### src/sv/pidip_pkg.sv
// shared types, constants and saturation helper for the pid controller
`timescale 1ns / 1ps

package pidip_pkg;

    // default sample width of setpoint and measured
    localparam int DEF_SAMPLE_WIDTH = 16;

    // gain and scale format
    localparam int GAIN_W         = 16;
    localparam int GAIN_FRAC_BITS = 8;

    // output accumulator format, Q16.16
    localparam int ACC_W    = 32;
    localparam int ACC_FRAC = 16;
    localparam int DRIVE_W  = ACC_W - ACC_FRAC;

    // saturation points of the datapath
    localparam int GSAT_W  = 47;
    localparam int PSAT_W  = 41;
    localparam int INC_W   = 49;
    localparam int WIDE_W  = 64;

    // product alignment to the accumulator fraction
    localparam int SH   = 2 * GAIN_FRAC_BITS - ACC_FRAC;
    localparam int SH_R = (SH > 0) ? SH : 0;
    localparam int SH_L = (SH < 0) ? -SH : 0;

    // register map
    localparam int CFG_IDX_W = 3;
    localparam logic [CFG_IDX_W-1:0] REG_MODE      = 3'd0;
    localparam logic [CFG_IDX_W-1:0] REG_KP        = 3'd1;
    localparam logic [CFG_IDX_W-1:0] REG_KI        = 3'd2;
    localparam logic [CFG_IDX_W-1:0] REG_KD        = 3'd3;
    localparam logic [CFG_IDX_W-1:0] REG_OUT_SCALE = 3'd4;
    localparam logic [CFG_IDX_W-1:0] REG_OUT_MAX   = 3'd5;
    localparam logic [CFG_IDX_W-1:0] REG_OUT_MIN   = 3'd6;

    // mode codes
    localparam logic MODE_INC = 1'b0;
    localparam logic MODE_POS = 1'b1;

    // register reset values
    localparam logic signed [GAIN_W-1:0] SCALE_RESET   = 16'sd256;
    localparam logic signed [GAIN_W-1:0] OUT_MAX_RESET = 16'sh7fff;
    localparam logic signed [GAIN_W-1:0] OUT_MIN_RESET = 16'sh8000;

    typedef struct packed {
        logic                     mode;
        logic signed [GAIN_W-1:0] kp;
        logic signed [GAIN_W-1:0] ki;
        logic signed [GAIN_W-1:0] kd;
        logic signed [GAIN_W-1:0] out_scale;
        logic signed [GAIN_W-1:0] out_max;
        logic signed [GAIN_W-1:0] out_min;
    } cfg_t;

    // saturate a wide signed value to a signed range of the given bit count
    function automatic logic signed [WIDE_W-1:0] sat_s64(
        input logic signed [WIDE_W-1:0] v,
        input int                       bits
    );
        logic signed [WIDE_W-1:0] hi;
        logic signed [WIDE_W-1:0] lo;
        hi = (64'sd1 <<< (bits - 1)) - 64'sd1;
        lo = -hi - 64'sd1;
        if (v > hi)
        begin
            return hi;
        end
        else if (v < lo)
        begin
            return lo;
        end
        return v;
    endfunction

endpackage

### src/sv/pid_controller_inc_pos_unit.sv
// top level of the incremental / positional pid controller
`timescale 1ns / 1ps
// drive is valid once the done state commits the result to the output register
// one shared 16 x 47 multiplier is used four times
//   (p, i, d terms and output scale), then normalize, accumulate and clamp steps
// in_ready is high only while the sequencer is idle; a finished drive waits in the output register
// reset clears error history, integral, accumulator and restores register defaults

module pid_controller_inc_pos_unit #(
    parameter int SAMPLE_WIDTH = pidip_pkg::DEF_SAMPLE_WIDTH
) (
    input  logic                                   clk,
    input  logic                                   rst_n,
    // configuration write port
    input  logic                                   cfg_we,
    input  logic [pidip_pkg::CFG_IDX_W-1:0]        cfg_index,
    input  logic [pidip_pkg::GAIN_W-1:0]           cfg_data,
    // sample request
    input  logic                                   in_valid,
    output logic                                   in_ready,
    input  logic signed [SAMPLE_WIDTH-1:0]         setpoint,
    input  logic signed [SAMPLE_WIDTH-1:0]         measured,
    // drive request
    output logic                                   out_valid,
    input  logic                                   out_ready,
    output logic signed [pidip_pkg::DRIVE_W-1:0]   drive
);

    // error and its differences
    localparam int E_W     = SAMPLE_WIDTH + 1;
    localparam int X_W     = SAMPLE_WIDTH + 3;
    // multiplier wide operand covers the differences, the integral and the saturated gain sum
    localparam int MUL_B_W = (X_W > pidip_pkg::GSAT_W) ? X_W : pidip_pkg::GSAT_W;
    localparam int PROD_W  = pidip_pkg::GAIN_W + MUL_B_W;
    // gain sum: three terms of at most max(X_W, ACC_W) + GAIN_W bits
    localparam int TERM_W  = ((X_W > pidip_pkg::ACC_W) ? X_W : pidip_pkg::ACC_W)
                             + pidip_pkg::GAIN_W;
    localparam int GSUM_W  = TERM_W + 2;
    localparam int ACC_W   = pidip_pkg::ACC_W;
    localparam int WIDE_W  = pidip_pkg::WIDE_W;
    localparam int INC_W   = pidip_pkg::INC_W;

    // sequencer codes
    localparam logic [3:0] ST_IDLE  = 4'd0;  // waiting for a sample
    localparam logic [3:0] ST_P     = 4'd1;  // integral update, issue kp term
    localparam logic [3:0] ST_I     = 4'd2;  // issue ki term
    localparam logic [3:0] ST_D     = 4'd3;  // issue kd term
    localparam logic [3:0] ST_SUM   = 4'd4;  // last term into the gain sum
    localparam logic [3:0] ST_SCALE = 4'd5;  // issue out_scale times saturated sum
    localparam logic [3:0] ST_NORM  = 4'd6;  // align product to Q16.16 and saturate
    localparam logic [3:0] ST_ADD   = 4'd7;  // add increment or take position
    localparam logic [3:0] ST_DONE  = 4'd8;  // clamp and commit once output slot is free

    pidip_pkg::cfg_t cfg_q;

    logic [3:0]                    state_reg;
    logic [3:0]                    state_next;

    // controller state
    logic signed [E_W-1:0]         e1_reg;
    logic signed [E_W-1:0]         e2_reg;
    logic signed [ACC_W-1:0]       integ_reg;
    logic signed [ACC_W-1:0]       integ_next;
    logic signed [ACC_W-1:0]       out_acc_reg;

    // per-sample working registers
    logic signed [E_W-1:0]         e_reg;
    logic signed [GSUM_W-1:0]      gsum_reg;
    logic signed [INC_W-1:0]       scaled_reg;
    logic signed [ACC_W-1:0]       acc_reg;

    // output register
    logic                          out_valid_reg;
    logic signed [pidip_pkg::DRIVE_W-1:0] drive_reg;

    logic                          accept;
    logic                          commit;
    logic signed [E_W-1:0]         e_in;
    logic signed [X_W-1:0]         d1;
    logic signed [X_W-1:0]         d2;
    logic signed [pidip_pkg::GAIN_W-1:0] mul_a;
    logic signed [MUL_B_W-1:0]     mul_b;
    logic signed [PROD_W-1:0]      prod;
    logic signed [WIDE_W-1:0]      gsat;
    logic signed [WIDE_W-1:0]      prod_w;
    logic signed [WIDE_W-1:0]      scaled_w;
    logic signed [WIDE_W-1:0]      norm_w;
    logic signed [WIDE_W-1:0]      sum_w;
    logic signed [ACC_W-1:0]       acc_next;
    logic signed [ACC_W-1:0]       clamp_hi;
    logic signed [ACC_W-1:0]       clamp_lo;
    logic signed [ACC_W-1:0]       after_hi;
    logic signed [ACC_W-1:0]       clamped;

    pidip_cfg u_cfg (
        .clk       (clk),
        .rst_n     (rst_n),
        .cfg_we    (cfg_we),
        .cfg_index (cfg_index),
        .cfg_data  (cfg_data),
        .cfg       (cfg_q)
    );

    assign in_ready = (state_reg == ST_IDLE);
    assign accept   = in_valid && in_ready;
    assign commit   = (state_reg == ST_DONE) && (!out_valid_reg || out_ready);

    // error of the new sample, one bit wider than the samples
    assign e_in = E_W'(setpoint) - E_W'(measured);

    // first and second differences against the held history
    assign d1 = X_W'(e_reg) - X_W'(e1_reg);
    assign d2 = X_W'(e_reg) - (X_W'(e1_reg) <<< 1) + X_W'(e2_reg);

    // integral saturates to 32 bits, positional mode only
    assign integ_next = ACC_W'(pidip_pkg::sat_s64(WIDE_W'(integ_reg) + WIDE_W'(e_reg),
                                                   pidip_pkg::ACC_W));

    // gain sum saturated before scaling
    assign gsat = pidip_pkg::sat_s64(WIDE_W'(gsum_reg), pidip_pkg::GSAT_W);

    // operand select for the shared multiplier
    always_comb
    begin
        mul_a = '0;
        mul_b = '0;
        case (state_reg)
            ST_P:
            begin
                mul_a = cfg_q.kp;
                mul_b = (cfg_q.mode == pidip_pkg::MODE_POS) ? MUL_B_W'(e_reg) : MUL_B_W'(d1);
            end
            ST_I:
            begin
                mul_a = cfg_q.ki;
                mul_b = (cfg_q.mode == pidip_pkg::MODE_POS) ? MUL_B_W'(integ_reg)
                                                            : MUL_B_W'(e_reg);
            end
            ST_D:
            begin
                mul_a = cfg_q.kd;
                mul_b = (cfg_q.mode == pidip_pkg::MODE_POS) ? MUL_B_W'(d1) : MUL_B_W'(d2);
            end
            ST_SCALE:
            begin
                mul_a = cfg_q.out_scale;
                mul_b = MUL_B_W'(gsat);
            end
            default:
            begin
                mul_a = '0;
                mul_b = '0;
            end
        endcase
    end

    pidip_mul #(
        .B_W (MUL_B_W)
    ) u_mul (
        .clk  (clk),
        .a    (mul_a),
        .b    (mul_b),
        .prod (prod)
    );

    // bring the scaled product to 16 fraction bits: floor on right shift,
    // saturate to 41 bits before a left shift
    assign prod_w = WIDE_W'(prod);
    always_comb
    begin
        if (pidip_pkg::SH >= 0)
        begin
            scaled_w = prod_w >>> pidip_pkg::SH_R;
        end
        else
        begin
            scaled_w = pidip_pkg::sat_s64(prod_w, pidip_pkg::PSAT_W) <<< pidip_pkg::SH_L;
        end
    end

    // positional output saturates to 32 bits, an increment to 49 bits
    assign norm_w = (cfg_q.mode == pidip_pkg::MODE_POS)
                    ? pidip_pkg::sat_s64(scaled_w, pidip_pkg::ACC_W)
                    : pidip_pkg::sat_s64(scaled_w, pidip_pkg::INC_W);

    // incremental mode adds to the held accumulator
    assign sum_w    = WIDE_W'(out_acc_reg) + WIDE_W'(scaled_reg);
    assign acc_next = (cfg_q.mode == pidip_pkg::MODE_POS)
                      ? ACC_W'(scaled_reg)
                      : ACC_W'(pidip_pkg::sat_s64(sum_w, pidip_pkg::ACC_W));

    // upper clamp first, then lower clamp; a clamped value has no fraction
    assign clamp_hi = {cfg_q.out_max, {pidip_pkg::ACC_FRAC{1'b0}}};
    assign clamp_lo = {cfg_q.out_min, {pidip_pkg::ACC_FRAC{1'b0}}};
    assign after_hi = (acc_reg > clamp_hi) ? clamp_hi : acc_reg;
    assign clamped  = (after_hi < clamp_lo) ? clamp_lo : after_hi;

    // sequencer
    always_comb
    begin
        state_next = state_reg;
        case (state_reg)
            ST_IDLE:  state_next = accept ? ST_P : ST_IDLE;
            ST_P:     state_next = ST_I;
            ST_I:     state_next = ST_D;
            ST_D:     state_next = ST_SUM;
            ST_SUM:   state_next = ST_SCALE;
            ST_SCALE: state_next = ST_NORM;
            ST_NORM:  state_next = ST_ADD;
            ST_ADD:   state_next = ST_DONE;
            ST_DONE:  state_next = commit ? ST_IDLE : ST_DONE;
            default:  state_next = ST_IDLE;
        endcase
    end

    // control and controller state
    always_ff @(posedge clk or negedge rst_n)
    begin
        if (!rst_n)
        begin
            state_reg     <= ST_IDLE;
            out_valid_reg <= 1'b0;
            e1_reg        <= '0;
            e2_reg        <= '0;
            integ_reg     <= '0;
            out_acc_reg   <= '0;
        end
        else
        begin
            state_reg <= state_next;
            if ((state_reg == ST_P) && (cfg_q.mode == pidip_pkg::MODE_POS))
            begin
                integ_reg <= integ_next;
            end
            if (commit)
            begin
                out_acc_reg   <= clamped;
                e2_reg        <= e1_reg;
                e1_reg        <= e_reg;
                out_valid_reg <= 1'b1;
            end
            else if (out_ready)
            begin
                out_valid_reg <= 1'b0;
            end
        end
    end

    // working registers, no reset needed
    always_ff @(posedge clk)
    begin
        if (accept)
        begin
            e_reg    <= e_in;
            gsum_reg <= '0;
        end
        if ((state_reg == ST_I) || (state_reg == ST_D) || (state_reg == ST_SUM))
        begin
            gsum_reg <= gsum_reg + GSUM_W'(prod);
        end
        if (state_reg == ST_NORM)
        begin
            scaled_reg <= INC_W'(norm_w);
        end
        if (state_reg == ST_ADD)
        begin
            acc_reg <= acc_next;
        end
        if (commit)
        begin
            drive_reg <= clamped[ACC_W-1:pidip_pkg::ACC_FRAC];
        end
    end

    assign out_valid = out_valid_reg;
    assign drive     = drive_reg;

    // a sample is never taken while another is being worked on
    a_no_back_to_back: assert property (@(posedge clk) disable iff (!rst_n)
        (in_valid && in_ready) |=> !in_ready)
        else $error("sample accepted while sequencer busy");

    // a finished result waits without disturbing the pending drive
    a_hold_on_stall: assert property (@(posedge clk) disable iff (!rst_n)
        (state_reg == ST_DONE && out_valid && !out_ready)
        |=> (state_reg == ST_DONE) && $stable(drive) && out_valid)
        else $error("pending drive overwritten");

    // with an ordered range the drive stays inside the clamp limits
    a_drive_in_range: assert property (@(posedge clk) disable iff (!rst_n)
        (out_valid && ($signed(cfg_q.out_min) <= $signed(cfg_q.out_max)))
        |-> (($signed(drive) >= $signed(cfg_q.out_min))
             && ($signed(drive) <= $signed(cfg_q.out_max))))
        else $error("drive outside clamp range");

    // the integral only moves in positional mode
    a_integral_mode: assert property (@(posedge clk) disable iff (!rst_n)
        (cfg_q.mode == pidip_pkg::MODE_INC && $stable(cfg_q.mode)) |=> $stable(integ_reg))
        else $error("integral changed in incremental mode");

endmodule

### src/sv/pidip_cfg.sv
// configuration register file of the pid controller
`timescale 1ns / 1ps

module pidip_cfg (
    input  logic                                 clk,
    input  logic                                 rst_n,
    input  logic                                 cfg_we,
    input  logic [pidip_pkg::CFG_IDX_W-1:0]      cfg_index,
    input  logic [pidip_pkg::GAIN_W-1:0]         cfg_data,
    output pidip_pkg::cfg_t                      cfg
);

    pidip_pkg::cfg_t cfg_reg;
    pidip_pkg::cfg_t cfg_next;

    always_comb
    begin
        cfg_next = cfg_reg;
        if (cfg_we)
        begin
            case (cfg_index)
                pidip_pkg::REG_MODE:      cfg_next.mode      = cfg_data[0];
                pidip_pkg::REG_KP:        cfg_next.kp        = $signed(cfg_data);
                pidip_pkg::REG_KI:        cfg_next.ki        = $signed(cfg_data);
                pidip_pkg::REG_KD:        cfg_next.kd        = $signed(cfg_data);
                pidip_pkg::REG_OUT_SCALE: cfg_next.out_scale = $signed(cfg_data);
                pidip_pkg::REG_OUT_MAX:   cfg_next.out_max   = $signed(cfg_data);
                pidip_pkg::REG_OUT_MIN:   cfg_next.out_min   = $signed(cfg_data);
                default:                  cfg_next = cfg_reg;
            endcase
        end
    end

    always_ff @(posedge clk or negedge rst_n)
    begin
        if (!rst_n)
        begin
            cfg_reg.mode      <= pidip_pkg::MODE_INC;
            cfg_reg.kp        <= '0;
            cfg_reg.ki        <= '0;
            cfg_reg.kd        <= '0;
            cfg_reg.out_scale <= pidip_pkg::SCALE_RESET;
            cfg_reg.out_max   <= pidip_pkg::OUT_MAX_RESET;
            cfg_reg.out_min   <= pidip_pkg::OUT_MIN_RESET;
        end
        else
        begin
            cfg_reg <= cfg_next;
        end
    end

    assign cfg = cfg_reg;

endmodule

### src/sv/pidip_mul.sv
// shared signed multiplier with registered product
`timescale 1ns / 1ps

module pidip_mul #(
    parameter int B_W = pidip_pkg::GSAT_W
) (
    input  logic                                      clk,
    input  logic signed [pidip_pkg::GAIN_W-1:0]       a,
    input  logic signed [B_W-1:0]                     b,
    output logic signed [pidip_pkg::GAIN_W+B_W-1:0]   prod
);

    logic signed [pidip_pkg::GAIN_W+B_W-1:0] prod_reg;
    logic signed [pidip_pkg::GAIN_W+B_W-1:0] prod_next;

    assign prod_next = a * b;

    always_ff @(posedge clk)
    begin
        prod_reg <= prod_next;
    end

    assign prod = prod_reg;

endmodule
### config.mk
export PLATFORM = sky130hd
export DESIGN_NAME = pid_controller_inc_pos_unit
export DESIGN_NICKNAME = d
export VERILOG_FILES = /design/src/sv/pidip_pkg.sv /design/src/sv/pid_controller_inc_pos_unit.sv /design/src/sv/pidip_cfg.sv /design/src/sv/pidip_mul.sv
export SDC_FILE = /design/constraint.sdc
export NUM_CORES = 2
export LEC_CHECK = 0
export ABC_AREA = 1
export BUFFER_PORTS_ARGS = -buffer_cell sky130_fd_sc_hd__buf_2
export CORE_AREA = 3 3 475 477
export CTS_CLUSTER_DIAMETER = 150
export DETAILED_ROUTE_END_ITERATION = 8
export DIE_AREA = 0 0 478 480
export SYNTH_ARGS = -nofsm -noshare
export SYNTH_HDL_FRONTEND = slang
export SYNTH_SLANG_ARGS = --single-unit
### constraint.sdc
create_clock -name clk -period 7.95 [get_ports clk]
set_input_delay 0 -clock clk [delete_from_list [all_inputs] [get_ports clk]]
set_output_delay 0 -clock clk [all_outputs]
set_load 0.02 [all_outputs]
==> qor.yml <==
grt_pass1_wl_mm: 302
drt-wirelength-per-cell_um: 18.0
clock-sinks: 427
min_period_ns: 8.33
netlist_instances: 7084
arrival_ns: 8.89
start_kind: "flip-flop"
die_y_um: 480
r2r_slack_ns: -0.38
via_per_inst: 4.62
synth_async_sr_flop_share: 0.468
drtPass1Iterations: 6
final_layout_size_suffix_gt1_frac: 0.222
synth_common_cells: "inv_1, nand2_1, fa_1"
worstSetupStartpoint: "e_reg[3]$_DFFE_PP_"
syn_area_per_cell_sq_um: 7.81
status: "complete, but fails checks"
violations: "negative setup slack"
yosysWarnings: 0
setup_slack_ns: -0.382
synthFlopType: "dfrtp_1"
yosysMostFrequentCell: "inv_1"
ant_nets: 0
crit_fanout: 8
syn-num-nets: 8214
critPathKind: "flip-flop to flip-flop"
cts.clk_slew.worst_paths_ns: 0.06
die_area_sq_um: 229000
num-fill-cells: 23200
grt_antenna_before_repair: 4
endpoint: "u_mul.prod[43]$_DFF_P_"
portBuffers: 73
ys_seq_area_frac: 0.203
yosys_register_bits: 427
synthesis.area_sq_um: 55300
grt_pass1_vias: 51100
wirelength_mm: 196
finalCritPeriodShare: 1.05
final.setup.tns_ns: -9.76
drv_slew: 0
route.detailed.drc: 0
hold_path_class: "input port to flip-flop"
dp_hpwl_mm: 157
worst_slew_pin_slew_ns: 1.24
r2r-start: "e_reg[3]$_DFFE_PP_"
grtUsageTotal: 0.167
cts_tree: "done"
grt_max_degree: 70
synth_edf_count: 164
setup_viol: 38
critPathSlowestCell: "fa_1"
max_stage_delay_ns: 0.54
area_delta_synth_final_pct: 29.5
finalHoldViolCount: 0
fmax_mhz: 120
synth_top_area_frac: 0.260
skew_ns: 0.0343
placed_cells: 10600
io_pins: 74
cap_violations: 0
cts_buffers: 51
netlist-cell-type-count: 77
largest_reg_flops: 97
fin_cells: 10900
crit_top_cell: "fa_1"
num_vias: 50400
rr_endpoint: "u_mul.prod[43]$_DFF_P_"
cts_max_level: 2
core-area_sq_um: 222000
start_util: 0.249
yosys.area.top_type: "fa_1"
slew_headroom: 0.173
die_w_um: 478
required_ns: 8.51
grt_overflow: 0
nNetsFinal: 9016
clock_latency_ns: 0.66
drt_iter0_markers: 3606
rsz0062_at_grt: "yes"
ys_top_cells_by_area: "fa_1, inv_1, nand2_1"
gp_congestion: 0.972
clockBufferDepth: 3
ff2ff_path_depth: 45
critPathCaptureType: "flip-flop"
root_buffer: "clkbuf_16"
row_count: 173
==> timing repair <==
| action | CTS | global route |
|---|---|---|
| cloned | 9 | 0 |
| pin swaps | 357 | 260 |
| gates resized for setup | 630 | 312 |
| setup endpoints to repair | 49 | 47 |
| hold endpoints to repair | 189 | 0 |
| setup buffers | 128 | 59 |
| hold buffers | 55 | 0 |
==> cells by family (layout without fill, tap and decap cells) <==
kind of cell / after synthesis / in the layout / synth area share
fa+ha+maj: 1074 / 1074 / 0.340
buf+inv: 1785 / 2626 / 0.124
other cells: 0 / 1 / 0
simple gates: 2448 / 2452 / 0.186
xor+xnor: 162 / 162 / 0.0256
compound gates: 1188 / 1188 / 0.121
flops: 427 / 427 / 0.203
==> final cells by class <==
| type | count | area [sq um] | area share |
|---|---|---|---|
| Timing Repair Buffer | 950 | 8450 | 0.118 |
| Tap cell | 2975 | 3720 | 0.0520 |
| Timing Repair inverter | 1 | 6.26 | 0.0000873 |
| Inverter | 1579 | 6000 | 0.0838 |
| Clock inverter | 25 | 309 | 0.00431 |
| Clock buffer | 71 | 1420 | 0.0198 |
| Antenna cell | 1 | 2.50 | 0.0000349 |
| Sequential cell | 427 | 11200 | 0.157 |
| Multi-Input combinational cell | 4876 | 40500 | 0.565 |
==> worst min-delay path by stage <==
stage	end	depth (start not counted)	slack (ns)	from
2_1_floorplan	e1_reg[0]$_DFFE_PN0P_	0	-0.30	rst_n
3_3_place_gp	out_acc_reg[8]$_DFFE_PN0P_	1	0.10	rst_n
3_5_place_dp	out_acc_reg[9]$_DFFE_PN0P_	1	0.1	rst_n
4_1_cts	e_reg[14]$_DFFE_PP_	3	0.003	setpoint[14]
5_1_grt	e_reg[2]$_DFFE_PP_	4	0.06	measured[2]
6_report	e_reg[14]$_DFFE_PP_	3	0.03	setpoint[14]
==> layer usage <==
| layer | global-route usage | vias up | share of wire |
|---|---|---|---|
| met4 | 0.0531 | 0 | 0.038 |
| met5 | 0 | - | 0 |
| met1 | 0.224 | 24800 | 0.43 |
| met3 | 0.0197 | 327 | 0.061 |
| li1 | - | 23600 | - |
| met2 | 0.280 | 1648 | 0.47 |
==> per-stage QoR <==
stage	setup slack [ns]	util	cell area, sq um	hold slack [ns]
after global routing	-0.758	0.323	71600	0.0607
after CTS	-0.373	0.316	70100	0.00275
after detailed placement	-1.23	0.288	64000	0.0977
after floorplan	0.00431	-	55400	-0.296
after global placement	-1.22	0.288	64000	0.102
final	-0.382	0.323	71600	0.0290
==> worst max-delay path: cells and delay by family, from the launching register on <==
family | cells | cell delay (ns)
buffers and inverters | 12 | 1.16
DFF | 1 | 0.36
adders and majority gates | 9 | 4.14
AOI/OAI and AO/OA | 6 | 0.80
and+or+nand+nor | 17 | 1.56
xor gates and xnor gates | 1 | 0.18
==> cell usage in the layout, fill, tap and decap left out, drive strengths merged, types with 3 or more instances in the layout <==
| cell | instances |
|---|---|
| inv | 1571 |
| nand2 | 1411 |
| buf | 895 |
| fa | 718 |
| nor2 | 674 |
| o21ai | 497 |
| a21oi | 432 |
| ha | 356 |
| dfrtp | 183 |
| nand3 | 177 |
| edfxtp | 164 |
| xor2 | 89 |
| nand4 | 74 |
| xnor2 | 73 |
| clkbuf | 72 |
| dfxtp | 63 |
| a31oi | 57 |
| dlygate4sd3 | 54 |
| nor3 | 48 |
| o21a | 38 |
| a21o | 25 |
| or2 | 25 |
| a2bb2oi | 24 |
| a21boi | 24 |
| clkinv | 23 |
| and2 | 17 |
| dfstp | 17 |
| nor4 | 16 |
| o21bai | 14 |
| o221ai | 13 |
| o211ai | 10 |
| a211oi | 10 |
| a22oi | 8 |
| o2111ai | 8 |
| o22ai | 7 |
| clkinvlp | 7 |
| a221oi | 7 |
| nand3b | 5 |
| bufinv | 4 |
| and3 | 3 |
Power is left out: the tool's default activity adds up to more than one toggle a clock period on the data nets, which glitch-free logic cannot reach.
